[src/design/tdq_pkg.sv]
package tdq_pkg;

    typedef enum logic [1:0] {
        MODE_PCM16 = 2'd0,
        MODE_PCM24 = 2'd1,
        MODE_FLOAT = 2'd2
    } mode_t;

    typedef enum logic [1:0] {
        KIND_PASS = 2'd0,
        KIND_ZERO = 2'd1,
        KIND_SAT  = 2'd2,
        KIND_NUM  = 2'd3
    } kind_t;

    localparam logic [31:0] RNG_SEED = 32'd123456789;

    localparam logic [7:0] EXP_SPECIAL = 8'hFF;

    // scaled shift = biased exponent - 150 + log2(scale) + 16
    localparam logic signed [9:0] SHIFT_OFS_16 = 10'sd119;
    localparam logic signed [9:0] SHIFT_OFS_24 = 10'sd111;
    // from this shift on a normal mantissa always saturates
    localparam logic signed [9:0] SAT_SHIFT_16 = 10'sd9;
    localparam logic signed [9:0] SAT_SHIFT_24 = 10'sd17;
    localparam logic [4:0]        RSHIFT_MAX   = 5'd24;

    localparam logic signed [25:0] PCM16_MAX = 26'sd32767;
    localparam logic signed [25:0] PCM16_MIN = -26'sd32768;
    localparam logic signed [25:0] PCM24_MAX = 26'sd8388607;
    localparam logic signed [25:0] PCM24_MIN = -26'sd8388608;

    localparam logic [2:0] BYTES_PCM16 = 3'd2;
    localparam logic [2:0] BYTES_PCM24 = 3'd3;
    localparam logic [2:0] BYTES_FLOAT = 3'd4;

    typedef struct packed {
        kind_t              kind;
        logic               wide;
        logic               neg;
        logic               left;
        logic [4:0]         amt;
        logic [23:0]        mant;
        logic signed [16:0] dith;
        logic [31:0]        raw;
    } item_t;

endpackage

[src/design/tdq_in_if.sv]
interface tdq_in_if;
    logic        valid;
    logic        ready;
    logic [31:0] sample_bits;

    modport source (output valid, output sample_bits, input ready);
    modport sink   (input valid, input sample_bits, output ready);
endinterface

[src/design/tdq_out_if.sv]
interface tdq_out_if;
    logic        valid;
    logic        ready;
    logic [31:0] pcm_word;
    logic [2:0]  byte_count;

    modport source (output valid, output pcm_word, output byte_count, input ready);
    modport sink   (input valid, input pcm_word, input byte_count, output ready);
endinterface

[src/design/tdq_front.sv]
module tdq_front
(
    input  logic               clk,
    input  logic               rst_n,
    tdq_in_if.sink             sample,
    input  tdq_pkg::mode_t     mode,
    input  logic               full,
    output logic               push,
    output tdq_pkg::item_t     item
);

    function automatic logic [31:0] xorshift(input logic [31:0] x);
        logic [31:0] y;
        y = x ^ (x << 13);
        y = y ^ (y >> 17);
        y = y ^ (y << 5);
        return y;
    endfunction

    logic [31:0]        rng_reg;
    logic [31:0]        rng_next;
    logic [31:0]        rng_a;
    logic [31:0]        rng_b;
    logic [17:0]        dith_sum;
    logic               dithered;
    logic               wide;
    logic [7:0]         ex;
    logic [22:0]        man;
    logic [7:0]         ex_eff;
    logic signed [9:0]  shift;
    logic signed [9:0]  rshift;
    logic signed [9:0]  sat_shift;

    assign sample.ready = !full;
    assign push         = sample.valid && !full;

    assign rng_a    = xorshift(rng_reg);
    assign rng_b    = xorshift(rng_a);
    assign dith_sum = {2'b00, rng_a[15:0]} + {2'b00, rng_b[15:0]} - 18'd65536;

    assign ex     = sample.sample_bits[30:23];
    assign man    = sample.sample_bits[22:0];
    assign ex_eff = (ex == 8'd0) ? 8'd1 : ex;

    always_comb
    begin
        unique case (mode)
            tdq_pkg::MODE_PCM16:
            begin
                dithered = 1'b1;
                wide     = 1'b0;
            end
            tdq_pkg::MODE_PCM24:
            begin
                dithered = 1'b1;
                wide     = 1'b1;
            end
            default:
            begin
                dithered = 1'b0;
                wide     = 1'b0;
            end
        endcase
    end

    assign sat_shift = wide ? tdq_pkg::SAT_SHIFT_24 : tdq_pkg::SAT_SHIFT_16;
    assign shift     = $signed({2'b00, ex_eff})
                       - (wide ? tdq_pkg::SHIFT_OFS_24 : tdq_pkg::SHIFT_OFS_16);
    assign rshift    = -shift;

    always_comb
    begin
        item.wide = wide;
        item.neg  = sample.sample_bits[31];
        item.mant = {(ex != 8'd0), man};
        item.dith = $signed(dith_sum[16:0]);
        item.raw  = sample.sample_bits;
        item.left = 1'b0;
        item.amt  = 5'd0;
        if (!dithered)
        begin
            item.kind = tdq_pkg::KIND_PASS;
        end
        else if (ex == tdq_pkg::EXP_SPECIAL)
        begin
            item.kind = (man != 23'd0) ? tdq_pkg::KIND_ZERO : tdq_pkg::KIND_SAT;
        end
        else if (shift >= sat_shift)
        begin
            item.kind = tdq_pkg::KIND_SAT;
        end
        else if (shift >= 10'sd0)
        begin
            item.kind = tdq_pkg::KIND_NUM;
            item.left = 1'b1;
            item.amt  = shift[4:0];
        end
        else
        begin
            item.kind = tdq_pkg::KIND_NUM;
            item.amt  = (rshift > $signed({5'd0, tdq_pkg::RSHIFT_MAX}))
                        ? tdq_pkg::RSHIFT_MAX : rshift[4:0];
        end
    end

    assign rng_next = (push && dithered) ? rng_b : rng_reg;

    always_ff @(posedge clk or negedge rst_n)
    begin
        if (!rst_n)
        begin
            rng_reg <= tdq_pkg::RNG_SEED;
        end
        else
        begin
            rng_reg <= rng_next;
        end
    end

endmodule

[src/design/tdq_queue.sv]
module tdq_queue
#(
    parameter int DEPTH = 2
)
(
    input  logic            clk,
    input  logic            rst_n,
    input  logic            push,
    input  tdq_pkg::item_t  push_item,
    output logic            full,
    input  logic            pop,
    output logic            empty,
    output tdq_pkg::item_t  head
);

    localparam int PW = $clog2(DEPTH);
    localparam int CW = $clog2(DEPTH + 1);
    localparam logic [PW-1:0] LAST_PTR = PW'(DEPTH - 1);
    localparam logic [CW-1:0] FULL_CNT = CW'(DEPTH);

    tdq_pkg::item_t  slot_reg [DEPTH];
    logic [PW-1:0]   wr_ptr_reg;
    logic [PW-1:0]   wr_ptr_next;
    logic [PW-1:0]   rd_ptr_reg;
    logic [PW-1:0]   rd_ptr_next;
    logic [CW-1:0]   count_reg;
    logic [CW-1:0]   count_next;

    assign full  = (count_reg == FULL_CNT);
    assign empty = (count_reg == '0);
    assign head  = slot_reg[rd_ptr_reg];

    always_comb
    begin
        wr_ptr_next = wr_ptr_reg;
        rd_ptr_next = rd_ptr_reg;
        count_next  = count_reg;
        if (push)
        begin
            wr_ptr_next = (wr_ptr_reg == LAST_PTR) ? '0 : wr_ptr_reg + PW'(1);
        end
        if (pop)
        begin
            rd_ptr_next = (rd_ptr_reg == LAST_PTR) ? '0 : rd_ptr_reg + PW'(1);
        end
        if (push && !pop)
        begin
            count_next = count_reg + CW'(1);
        end
        else if (pop && !push)
        begin
            count_next = count_reg - CW'(1);
        end
    end

    always_ff @(posedge clk or negedge rst_n)
    begin
        if (!rst_n)
        begin
            wr_ptr_reg <= '0;
            rd_ptr_reg <= '0;
            count_reg  <= '0;
        end
        else
        begin
            wr_ptr_reg <= wr_ptr_next;
            rd_ptr_reg <= rd_ptr_next;
            count_reg  <= count_next;
        end
    end

    always_ff @(posedge clk)
    begin
        if (push)
        begin
            slot_reg[wr_ptr_reg] <= push_item;
        end
    end

endmodule

[src/design/tdq_back.sv]
module tdq_back
(
    input  logic            clk,
    input  logic            rst_n,
    input  logic            empty,
    input  tdq_pkg::item_t  head,
    output logic            pop,
    tdq_out_if.source       pcm
);

    typedef struct packed {
        tdq_pkg::kind_t kind;
        logic           wide;
        logic           neg;
        logic           st;
        logic [41:0]    tf;
        logic [31:0]    raw;
    } stage_t;

    logic               a_valid_reg;
    logic               a_valid_next;
    stage_t             a_reg;
    stage_t             a_next;
    logic               out_valid_reg;
    logic               out_valid_next;
    logic [31:0]        pcm_word_reg;
    logic [31:0]        pcm_word_next;
    logic [2:0]         byte_count_reg;
    logic [2:0]         byte_count_next;
    logic               advance;
    logic               take;
    logic [39:0]        q_left;
    logic [47:0]        q_right;
    logic [41:0]        qx;
    logic [41:0]        qs;
    logic               st;
    logic signed [25:0] fl;
    logic signed [25:0] r;
    logic signed [25:0] lo;
    logic signed [25:0] hi;
    logic signed [25:0] clamped;
    logic               inc;

    assign advance = !out_valid_reg || pcm.ready;
    assign take    = !a_valid_reg || advance;
    assign pop     = take && !empty;

    // stage one: align mantissa, apply sign, add dither
    assign q_left  = 40'(head.mant) << head.amt;
    assign q_right = {head.mant, 24'd0} >> head.amt;
    assign qx      = head.left ? {2'b00, q_left} : {18'd0, q_right[47:24]};
    assign st      = !head.left && (|q_right[23:0]);
    assign qs      = head.neg ? (~qx + {41'd0, ~st}) : qx;

    always_comb
    begin
        a_next.kind  = head.kind;
        a_next.wide  = head.wide;
        a_next.neg   = head.neg;
        a_next.st    = st;
        a_next.tf    = qs + {{25{head.dith[16]}}, head.dith};
        a_next.raw   = head.raw;
        a_valid_next = take ? !empty : a_valid_reg;
    end

    // stage two: truncate toward zero, saturate, pack
    assign fl  = $signed(a_reg.tf[41:16]);
    assign inc = a_reg.tf[41] && (a_reg.st || (|a_reg.tf[15:0]));
    assign r   = fl + $signed({25'd0, inc});
    assign lo  = a_reg.wide ? tdq_pkg::PCM24_MIN : tdq_pkg::PCM16_MIN;
    assign hi  = a_reg.wide ? tdq_pkg::PCM24_MAX : tdq_pkg::PCM16_MAX;

    always_comb
    begin
        clamped = r;
        case (a_reg.kind)
            tdq_pkg::KIND_SAT:  clamped = a_reg.neg ? lo : hi;
            tdq_pkg::KIND_ZERO: clamped = '0;
            default:
            begin
                if (r > hi)
                begin
                    clamped = hi;
                end
                else if (r < lo)
                begin
                    clamped = lo;
                end
            end
        endcase

        if (a_reg.kind == tdq_pkg::KIND_PASS)
        begin
            pcm_word_next   = a_reg.raw;
            byte_count_next = tdq_pkg::BYTES_FLOAT;
        end
        else if (a_reg.wide)
        begin
            pcm_word_next   = {8'd0, clamped[23:0]};
            byte_count_next = tdq_pkg::BYTES_PCM24;
        end
        else
        begin
            pcm_word_next   = {16'd0, clamped[15:0]};
            byte_count_next = tdq_pkg::BYTES_PCM16;
        end

        out_valid_next = advance ? a_valid_reg : out_valid_reg;
    end

    always_ff @(posedge clk or negedge rst_n)
    begin
        if (!rst_n)
        begin
            a_valid_reg   <= 1'b0;
            out_valid_reg <= 1'b0;
        end
        else
        begin
            a_valid_reg   <= a_valid_next;
            out_valid_reg <= out_valid_next;
        end
    end

    always_ff @(posedge clk)
    begin
        if (pop)
        begin
            a_reg <= a_next;
        end
        if (advance && a_valid_reg)
        begin
            pcm_word_reg   <= pcm_word_next;
            byte_count_reg <= byte_count_next;
        end
    end

    assign pcm.valid      = out_valid_reg;
    assign pcm.pcm_word   = pcm_word_reg;
    assign pcm.byte_count = byte_count_reg;

endmodule

[src/design/tpdf_dither_quantizer_top.sv]
// A queued word passes through the stage-one register, then the output register.
// Throughput: one word per cycle while pcm.ready does not stall the two-stage back end.
// Under an output stall the queue takes QUEUE_DEPTH words and the back end two more,
// then input stalls.
// Reset: rst_n clears all control state, the mode to 16-bit PCM and the
// dither generator to its seed; queue and pipeline payload are not reset.
module tpdf_dither_quantizer_top
#(
    parameter int QUEUE_DEPTH = 2
)
(
    input  logic        clk,
    input  logic        rst_n,
    input  logic        psel,
    input  logic        penable,
    input  logic        pwrite,
    input  logic [2:0]  paddr,
    input  logic [31:0] pwdata,
    output logic [31:0] prdata,
    output logic        pready,
    tdq_in_if.sink      sample,
    tdq_out_if.source   pcm
);

    tdq_pkg::mode_t       mode_q;
    logic [1:0]           mode_bits_reg;
    logic [1:0]           mode_bits_next;
    logic                 wr_en;
    logic                 push;
    logic                 pop;
    logic                 full;
    logic                 empty;
    tdq_pkg::item_t       item;
    tdq_pkg::item_t       head;

    assign pready   = 1'b1;
    assign wr_en    = psel && penable && pwrite && pready && (paddr[2] == 1'b0);
    assign mode_bits_next = wr_en ? pwdata[1:0] : mode_bits_reg;
    assign mode_q   = tdq_pkg::mode_t'(mode_bits_reg);
    assign prdata   = (paddr[2] == 1'b0) ? {30'd0, mode_bits_reg} : 32'd0;

    always_ff @(posedge clk or negedge rst_n)
    begin
        if (!rst_n)
        begin
            mode_bits_reg <= tdq_pkg::MODE_PCM16;
        end
        else
        begin
            mode_bits_reg <= mode_bits_next;
        end
    end

    tdq_front u_front
    (
        .clk    (clk),
        .rst_n  (rst_n),
        .sample (sample),
        .mode   (mode_q),
        .full   (full),
        .push   (push),
        .item   (item)
    );

    tdq_queue #(
        .DEPTH (QUEUE_DEPTH)
    ) u_queue
    (
        .clk       (clk),
        .rst_n     (rst_n),
        .push      (push),
        .push_item (item),
        .full      (full),
        .pop       (pop),
        .empty     (empty),
        .head      (head)
    );

    tdq_back u_back
    (
        .clk   (clk),
        .rst_n (rst_n),
        .empty (empty),
        .head  (head),
        .pop   (pop),
        .pcm   (pcm)
    );

endmodule
[src/flat_wrapper.sv]
// flat-port wrapper written by rule: the top's interface ports become plain ports
module tpdf_dither_quantizer_top_flat 
#(
    parameter int QUEUE_DEPTH = 2
)
  (clk, rst_n, psel, penable, pwrite, paddr, pwdata, prdata, pready, sample_valid, sample_sample_bits, sample_ready, pcm_valid, pcm_pcm_word, pcm_byte_count, pcm_ready);
  tdq_in_if sample_i ();
  tdq_out_if pcm_i ();
  input  logic clk;
  input  logic rst_n;
  input  logic psel;
  input  logic penable;
  input  logic pwrite;
  input  logic [2:0] paddr;
  input  logic [31:0] pwdata;
  output logic [31:0] prdata;
  output logic pready;
  input wire logic [$bits(sample_i.valid)-1:0] sample_valid;
  input wire logic [$bits(sample_i.sample_bits)-1:0] sample_sample_bits;
  output wire logic [$bits(sample_i.ready)-1:0] sample_ready;
  output wire logic [$bits(pcm_i.valid)-1:0] pcm_valid;
  output wire logic [$bits(pcm_i.pcm_word)-1:0] pcm_pcm_word;
  output wire logic [$bits(pcm_i.byte_count)-1:0] pcm_byte_count;
  input wire logic [$bits(pcm_i.ready)-1:0] pcm_ready;
  assign sample_i.valid = sample_valid;
  assign sample_i.sample_bits = sample_sample_bits;
  assign sample_ready = sample_i.ready;
  assign pcm_valid = pcm_i.valid;
  assign pcm_pcm_word = pcm_i.pcm_word;
  assign pcm_byte_count = pcm_i.byte_count;
  assign pcm_i.ready = pcm_ready;
  tpdf_dither_quantizer_top #(.QUEUE_DEPTH(QUEUE_DEPTH)) u_core (.clk(clk), .rst_n(rst_n), .psel(psel), .penable(penable), .pwrite(pwrite), .paddr(paddr), .pwdata(pwdata), .prdata(prdata), .pready(pready), .sample(sample_i), .pcm(pcm_i));
endmodule
[config.mk]
export PLATFORM = sky130hd
export DESIGN_NAME = tpdf_dither_quantizer_top_flat
export DESIGN_NICKNAME = d
export VERILOG_FILES = /design/src/design/tdq_pkg.sv /design/src/design/tdq_in_if.sv /design/src/design/tdq_out_if.sv /design/src/design/tdq_front.sv /design/src/design/tdq_queue.sv /design/src/design/tdq_back.sv /design/src/design/tpdf_dither_quantizer_top.sv /design/src/flat_wrapper.sv
export SDC_FILE = /design/constraint.sdc
export NUM_CORES = 1
export LEC_CHECK = 0
export BUFFER_PORTS_ARGS = -buffer_cell sky130_fd_sc_hd__buf_2
export CELL_PAD_IN_SITES_DETAIL_PLACEMENT = 1
export CELL_PAD_IN_SITES_GLOBAL_PLACEMENT = 1
export CORE_MARGIN = 3
export CORE_UTILIZATION = 51
export DETAILED_ROUTE_END_ITERATION = 10
export PLACE_DENSITY_LB_ADDON = 0.3
export SLEW_MARGIN = 20
export SYNTH_ARGS = -nofsm -noshare
export SYNTH_HDL_FRONTEND = slang
export SYNTH_HIERARCHICAL = 1
export SYNTH_SLANG_ARGS = --single-unit
export TNS_END_PERCENT = 100
[constraint.sdc]
create_clock -name clk -period 24.1 [get_ports clk]
set_input_delay 4.82 -clock clk [delete_from_list [all_inputs] [get_ports clk]]
set_output_delay 4.82 -clock clk [all_outputs]
set_load 0.01 [all_outputs]
==> results.txt, run 1 <==
The number of placement rows is 78. The filler cells instantiated in the layout total 4906. The number of gates resized after CTS was 0. The run gives 0.0169 ns as the worst clock skew on the final layout. CTS placed an instance of clkbuf_16 at the clock tree root. The async set-reset flop share out of synthesis was 0.125. In this run the most critical hold path is launched from u_core/u_front/rng_reg[27]$_DFFE_PN0P_. The highest clock rate was 0.0992 GHz; the half-perimeter wire length after detailed placement was 53.7 mm. The largest total area in the synthesized netlist belongs to edfxtp_1.

The die covers 49700 µm². Setup repair after global routing left no endpoint under its margin. Counting flops with a built-in enable in the synthesized netlist gives 280. The max-slew violation count is 0. TritonCTS built the clock tree. CTS saw 320 sinks. The tools report the first-pass GRT wire length as 117 mm. The worst-margin pin slew was 1.08 ns.

For the number of distinct library cell variants in the gate-level netlist after synthesis, the log shows 112. Number of buffers created by CTS: 36. Compared with the post-synthesis result, the final layout area differs by 5.09%. The clock reaches the later pin of the worst-skew pair after 0.55 ns. The path class of the tightest hold or removal check is reg -> reg. Final critical path time including I/O delays and setup: 10.08 ns. Along the worst path, the maximum fanout reaches 3.

The slowest stage of the critical path is the and2b_2 cell. The clock slew at the register clock pins of the worst setup and hold paths is 0.05 ns. The category of the critical setup timing path is in -> out.

I/O pin total: 144. The worst slew slack as a fraction of its limit was 0.279; the max-cap check violation count was 0. The share of the synthesized area in the top cell type was 0.351; the proportion of layout cells with a drive suffix above 1 was 0.175. The number of hold violations in the final report was 0. STA classifies the critical path endpoint as a primary output. The worst setup path is launched from an input port.

The count of TritonRoute iterations in the first routing pass is 5, and the height of the die is 223 µm. After synthesis, the cell types taking the most area are edfxtp_1 (35%), xnor2_1 (5.5%), ha_1 (4.7%). Synthesis inferred 320 register bits.

In the routed layout, each cell is associated on average with a via count of 6.55. The most frequent standard cell in the layout excluding fill and tap cells is edfxtp_1. After global routing the overflow that remains totals 0.

For this block, the routed nets add up to 76.9 mm of wire. The final route contains 18374 vias. Once the clock tree was built, the setup fixing pass inserted 0 buffers. The final weighted congestion in routability-driven placement was 0.948.

In this run the critical register-to-register path is launched from u_core/u_queue/rd_ptr_reg$_DFFE_PN0P_. The region available for standard cell placement spans 45900 µm². For the number of antenna violations at the first check in global routing, the log shows 2.

For this run, the number of Yosys warnings is 6. The tools report the final core utilization as 0.550. Summed over all failing endpoints, the final setup total negative slack is 0 ns. The worst register-to-register path ends at u_core/u_back/a_reg[64]$_DFFE_PP_. The die is 223 µm wide.

The clock passes through at most 3 buffers. The effective utilization at floorplan is 0.523, and the count of unresolved DRC violations after routing is 0. The number of buffers inserted for hold repair after clock tree synthesis is 0, and the average routed wire per standard cell is 27.4 µm.

The logs give 19085 for the via count of the first global-routing pass and 0 for the final setup violation count. The tools report the portion of the post-synthesis area used by sequential elements as 0.393. Final worst-path cycle share: 0.418. The cell that appears most often on the critical path is buf_2.

The main flop type after synthesis was edfxtp_1. The mapped netlist covers 24000 µm². Leaving out fill and tap cells, the most frequent cells in the layout are edfxtp_1 (280), nand2_1 (178), xnor2_1 (150), nor2_1 (113), o21ai_0 (103). The run gives 2242 as the gate count after technology mapping.

The depth of the worst hold-timing path came out at 1. Net total in the final layout: 2343. The overall track demand over capacity in global routing was 0.302; the flip-flop count of the largest register after layout was 166. The run gives 19.28 ns as the required time of the critical path. Entering global routing, the biggest net connects 84 pins. The worst-case reg-to-reg path depth was 28. For the worst setup slack for register-to-register paths, the log shows 14.37 ns.

The port buffer count works out to 80. The critical path goes through buf_2 -> and2b_2 -> buf_2. Launching element of the worst setup path: paddr[2].

The run finished with clean final reports. Each instance of the synthesized netlist takes up on average 10.7 µm². The worst-case hold path end point was u_core/u_front/rng_reg[27]$_DFFE_PN0P_. The total number of H-tree levels is 2, and the biggest cell delay along the critical path is 0.21 ns.

The logs give 5.26 ns for the critical path arrival and 1826 for the number of violations reported at the end of detailed-routing iteration 0. The count of nets left with antenna violations once routing finished came out at 0.
## critical path, delay by kind of cell
| family | cells | cell delay [ns] |
|---|---|---|
| and+or+nand+nor | 1 | 0.21 |
| buffers and inverters | 2 | 0.23 |
## Yosys cell counts (62+ instances only)
cell,n
edfxtp_1,280
nand2_1,178
xnor2_1,150
nor2_1,113
o21ai_0,103
a21oi_1,102
buf_4,93
ha_1,90
clkbuf_1,86
xor2_1,85
mux2_2,68
mux2i_1,66
mux2_4,62
## metrics by stage
stage / cell area (µm²) / std cells / hold slack, ns / worst slack, ns
6_report: 25200 / 2806 / 0.503 / 14.02
5_1_grt: 25200 / 2806 / 0.517 / 13.81
4_1_cts: 25200 / 2804 / 0.507 / 14.01
3_5_place_dp: 24100 / 2740 / 0.489 / 14.02
3_3_place_gp: 24100 / 2740 / 0.477 / 14.04
2_1_floorplan: 24100 / 2271 / 0.455 / 14.25
## layer usage
layer	routed length, µm	global-route usage	vias to the layer above
met2	38200	0.526	796
met4	2850	0.103	0
li1	-	-	8103
met3	5160	0.0436	204
met1	30700	0.387	9271
met5	0	0	-
## layout make-up
type,instances,area (µm²),share of cell area
multi-input combinational,1669,13200,0.522
sequential,320,9430,0.374
inverter,53,199,0.00789
antenna,2,5.00,0.000199
tap,600,751,0.0298
timing repair buffer,98,543,0.0215
clock inverter,17,164,0.00650
clock buffer,47,962,0.0382
## cell families after synthesis
group	synth area share
fa+ha+maj	0.0482
simple gates	0.118
buf+inv	0.0644
xor+xnor	0.0985
mux	0.136
other cells	0.000313
flops	0.393
compound gates	0.142
## worst max-delay path by stage
stage / to / slack, ns
2_1_floorplan: prdata[0] / 14.25
3_3_place_gp: prdata[0] / 14.04
3_5_place_dp: prdata[0] / 14.02
4_1_cts: prdata[0] / 14.01
5_1_grt: u_core/u_back/a_reg[73]$_DFFE_PP_ / 13.81
6_report: prdata[0] / 14.02
Power of run 1 is not shown: default switching activity piles up to over one toggle a cycle in this logic, so the estimate is an artifact.
==> inputs of run 2 (changes only) <==
--- a/config.mk
+++ b/config.mk
@@ -5,11 +5,12 @@
 export SDC_FILE = /design/constraint.sdc
 export NUM_CORES = 1
 export LEC_CHECK = 0
+export ABC_AREA = 1
 export BUFFER_PORTS_ARGS = -buffer_cell sky130_fd_sc_hd__buf_2
 export CELL_PAD_IN_SITES_DETAIL_PLACEMENT = 1
 export CELL_PAD_IN_SITES_GLOBAL_PLACEMENT = 1
 export CORE_MARGIN = 3
-export CORE_UTILIZATION = 51
+export CORE_UTILIZATION = 43
 export DETAILED_ROUTE_END_ITERATION = 10
 export PLACE_DENSITY_LB_ADDON = 0.3
 export SLEW_MARGIN = 20
==> constraint.sdc (replaced) <==
create_clock -name clk -period 8.8 [get_ports clk]
set_input_delay 1.76 -clock clk [delete_from_list [all_inputs] [get_ports clk]]
set_output_delay 1.76 -clock clk [all_outputs]
set_load 0.01 [all_outputs]
==> run 2 against run 1 <==
Area after synthesis grew 1.2%. Wire length shrank 5.7%. Non-clock buffer count shrank 6. Sequential share of layout area shrank 0.95 points. Worst setup slack lost 13 ns.
==> results.txt, run 2 <==
The cell area after technology mapping came out at 24300 µm² (+1.2%). The root buffer cell chosen for the clock tree is clkbuf_16. The tools report the via count of the first global-routing pass as 21242 (+11%).

The cell that appears most often on the critical path is nand2_1. The number of hold violations in the final report was 0 (unchanged). The number of placement rows was 86 (+10%); the final worst-path cycle share was 0.828. The half-perimeter wire length after detailed placement came out at 57.0 mm (+6.2%). Among all stages on the critical path, the largest delay is contributed by dfrtp_4. The run gives 55500 µm² (+21%) as the placeable core region.

The number of enable-type register cells in the synthesized netlist works out to 280 (unchanged). The worst register-to-register path begins at u_core/u_queue/rd_ptr_reg$_DFFE_PN0P_. The height of the die was 244 µm (+9.3%); the first-pass GRT wire length was 115 mm (-1.9%). Leaving out fill and tap cells, the most frequent cells in the layout are nand2_1 (797), nand3_1 (395), edfxtp_1 (280), inv_1 (279), nor2_1 (152). The number of flip-flops and latches in the synthesized netlist came out at 320 (unchanged).

The final setup violation count was 0 (unchanged); the count of unresolved DRC violations after routing was 0 (unchanged). The port buffer count is 80 (unchanged), and the synthesized-area fraction occupied by ao, oa, aoi and oai cells is 0.0566 (-0.0852). The max-cap check violation count is 0 (unchanged). The run gives 2 (unchanged) as the total number of H-tree levels.

The highest clock rate was 0.137 GHz; the proportion of synthesized area in mux cells was 0.0478 (-0.0882). The dominant combinational cell family by area after synthesis was simple AND/OR/NAND/NOR gates. The xor/xnor share of the synthesized area was 0.0706 (-0.0279); the portion of the post-synthesis area used by sequential elements was 0.388 (-0.00474). The most frequent standard cell in the layout excluding fill and tap cells is nand2_1. The top layer reached by signal wires is met4.

The total number of vias is 20216 (+10%). Setup repair after global routing left no endpoint under its margin. The worst slew slack as a fraction of its limit came out at 0.349 (+0.0693). The average routed wire per standard cell is 19.5 µm (-29%). For the gate count after technology mapping, the log shows 2956 (+32%).

Counting instances in the post-synthesis netlist gives the leading cell types as nand2_1 (797), nand3_1 (395), inv_1 (281), edfxtp_1 (280), nor2_1 (154). The required time of the critical path came out at 9.13 ns (-10.15 ns). The overall overflow remaining after global route is 0 (unchanged).

Count of inserted antenna diode cells: 0 (-2). The run gives 3661 (+34%) as the total instance count after detailed placement. The worst setup path is of the reg -> reg kind.

The worst clock skew on the final layout came out at 0.0199 ns (+0.00302 ns). The max-slew violation count is 0 (unchanged), and the I/O pin total is 144 (unchanged). The warning count from the yosys run is 6 (unchanged), and the share of the synthesized area in the top cell type is 0.346 (-0.00423). The fraction of the mapped netlist area in adder cells came out at 0.0472 (-0.000993). The tools report the maximum count of clock buffers along a single path as 3 (unchanged). The async set-reset flop share out of synthesis works out to 0.125 (unchanged). The biggest cell delay along the critical path is 0.86 ns (+0.65 ns), and the wire length the detailed router placed on met1 is 31.9 mm (+3.9%).

Worst-margin pin slew: 0.977 ns (-0.0989 ns). The tools report the wire length on met3 as 3.10 mm (-40%). The tools report the startpoint class of the critical path as a flip-flop. The clock slew at the register clock pins of the worst setup and hold paths is 0.06 ns (about the same), and the maximum number of pins on one net before global-route repair is 67 (-20%).

The count of TritonRoute iterations in the first routing pass is 5 (unchanged). The logs give 320 (unchanged) for the total clock sinks and 0.57 ns (+0.02 ns) for the clock latency on the worst-skew pair. The mean cell area of the mapped netlist works out to 8.21 µm² (-23%). The routed wire length came out at 72.5 mm (-5.7%). The synthesis-to-layout area growth came out at 6.51%. The post-synthesis share of cell area spent on and, or, nand and nor gates was 0.298 (+0.180); the post-CTS setup buffer count was 0 (unchanged).

The number of antenna violations at the first check in global routing is 2 (unchanged), and the final critical path time including I/O delays and setup is 7.28 ns. In this run the most critical hold path is launched from u_core/u_front/rng_reg[19]$_DFFE_PN1P_. The effective utilization at floorplan came out at 0.437 (-0.0857). Of all cell types, the one taking the most synthesized area is edfxtp_1. The number of distinct library cell variants in the gate-level netlist after synthesis was 64 (-43%). The final weighted congestion in routability-driven placement is 0.919 (-3.0%), and the overall track demand over capacity in global routing is 0.243 (-0.0590). The total negative slack for setup checks is 0 ns (unchanged).

The tools report the category of the worst setup path capture point as a flip-flop. Number of buffers created by CTS: 38 (+5.6%). The tightest min-delay check is of the reg -> reg type. The final cell count without fillers was 3726 (+33%); the highest fanout seen on the critical path was 50 (+47). Detailed-routed wire length on met2: 34.9 mm (-8.7%). In this run the worst setup path begins at u_core/u_queue/rd_ptr_reg$_DFFE_PN0P_.

Among all flip-flop cells after synthesis, the most frequent one is edfxtp_1. Ranked by total cell area, the synthesized netlist is headed by edfxtp_1 (35%), nand2_1 (12%), nand3_1 (8.1%). The number of buffers inserted for hold repair after clock tree synthesis came out at 0 (unchanged). The final core utilization was 0.466 (-0.0838).

The post-cts gate resize count is 0 (unchanged). The floorplan die area came out at 59400 µm² (+19%). The most common cell in the synthesized netlist is nand2_1. The run gives 0 (unchanged) as the count of nets left with antenna violations after detail routing.

The flip-flop count of the largest register after layout was 166 (unchanged). TritonCTS built the clock tree. Number of violations reported at the end of detailed-routing iteration 0: 1246 (-32%). The proportion of layout cells with a drive suffix above 1 was 0.132 (-0.0424). The net total in the final layout came out at 3118 (+33%). The critical path arrival was 7.61 ns (+2.35 ns); the number of vias per cell after detailed routing was 5.43 (-17%).

The flow ran to the end, and the final reports show no timing, DRC or antenna violations. Die width: 244 µm (+9.3%).
[run 2: per-layer routing]
metal	GRT usage	vias to the layer above
li1	-	9778
met1	0.314	9905
met2	0.416	406
met3	0.0317	127
met4	0.0926	0
met5	0	-
[run 2: logic make-up after synthesis]
logic type               after synthesis
XOR/XNOR                             177
adder cells (fa/ha/maj)               91
AND/OR/NAND/NOR                     1579
other                                  2
flip-flops                           320
buffers and inverters                459
multiplexers                          83
AO/OA/AOI/OAI                        245
[run 2: final timing paths]
path	depth (start not counted)	slack [ns]	end
setup / recovery	31	1.52	u_core/u_back/a_reg[73]$_DFFE_PP_
hold / removal	2	0.49	u_core/u_front/rng_reg[19]$_DFFE_PN1P_
setup reg to reg	31	1.52	u_core/u_back/a_reg[73]$_DFFE_PP_
hold reg to reg	2	0.49	u_core/u_front/rng_reg[19]$_DFFE_PN1P_
max in group asynchronous	1	6.72	u_core/u_queue/rd_ptr_reg$_DFFE_PN0P_
min in group asynchronous	1	1.35	u_core/u_front/rng_reg[18]$_DFFE_PN0P_
[run 2: area by class of cell]
| class | instances | area, µm² |
|---|---|---|
| fillers | 6748 | 29700 |
| multi-input cells | 2206 | 12800 |
| flip-flops and latches | 320 | 9430 |
| inverters | 295 | 1120 |
| clock buffers | 49 | 1000 |
| well taps | 748 | 936 |
| repair buffers | 92 | 490 |
| clock inverters | 16 | 124 |
[run 2: worst max-delay path: cells and delay by family (launching register included)]
kind	cells	cell delay, ns
compound gates	2	0.29
xor+xnor	1	0.19
fa+ha+maj	3	0.78
buf+inv	4	1.07
flops	1	0.86
mux	1	0.66
simple gates	20	3.12
[run 2: through the flow]
step	cell area [µm²]	hold slack (ns)	setup slack, ns
3_3_place_gp	24700	0.482	1.75
4_1_cts	25900	0.501	1.54
5_1_grt	25900	0.522	0.780
3_5_place_dp	24700	0.493	1.58
2_1_floorplan	24400	0.447	2.73
6_report	25900	0.493	1.52
Power of run 2 is left out for the same reason.
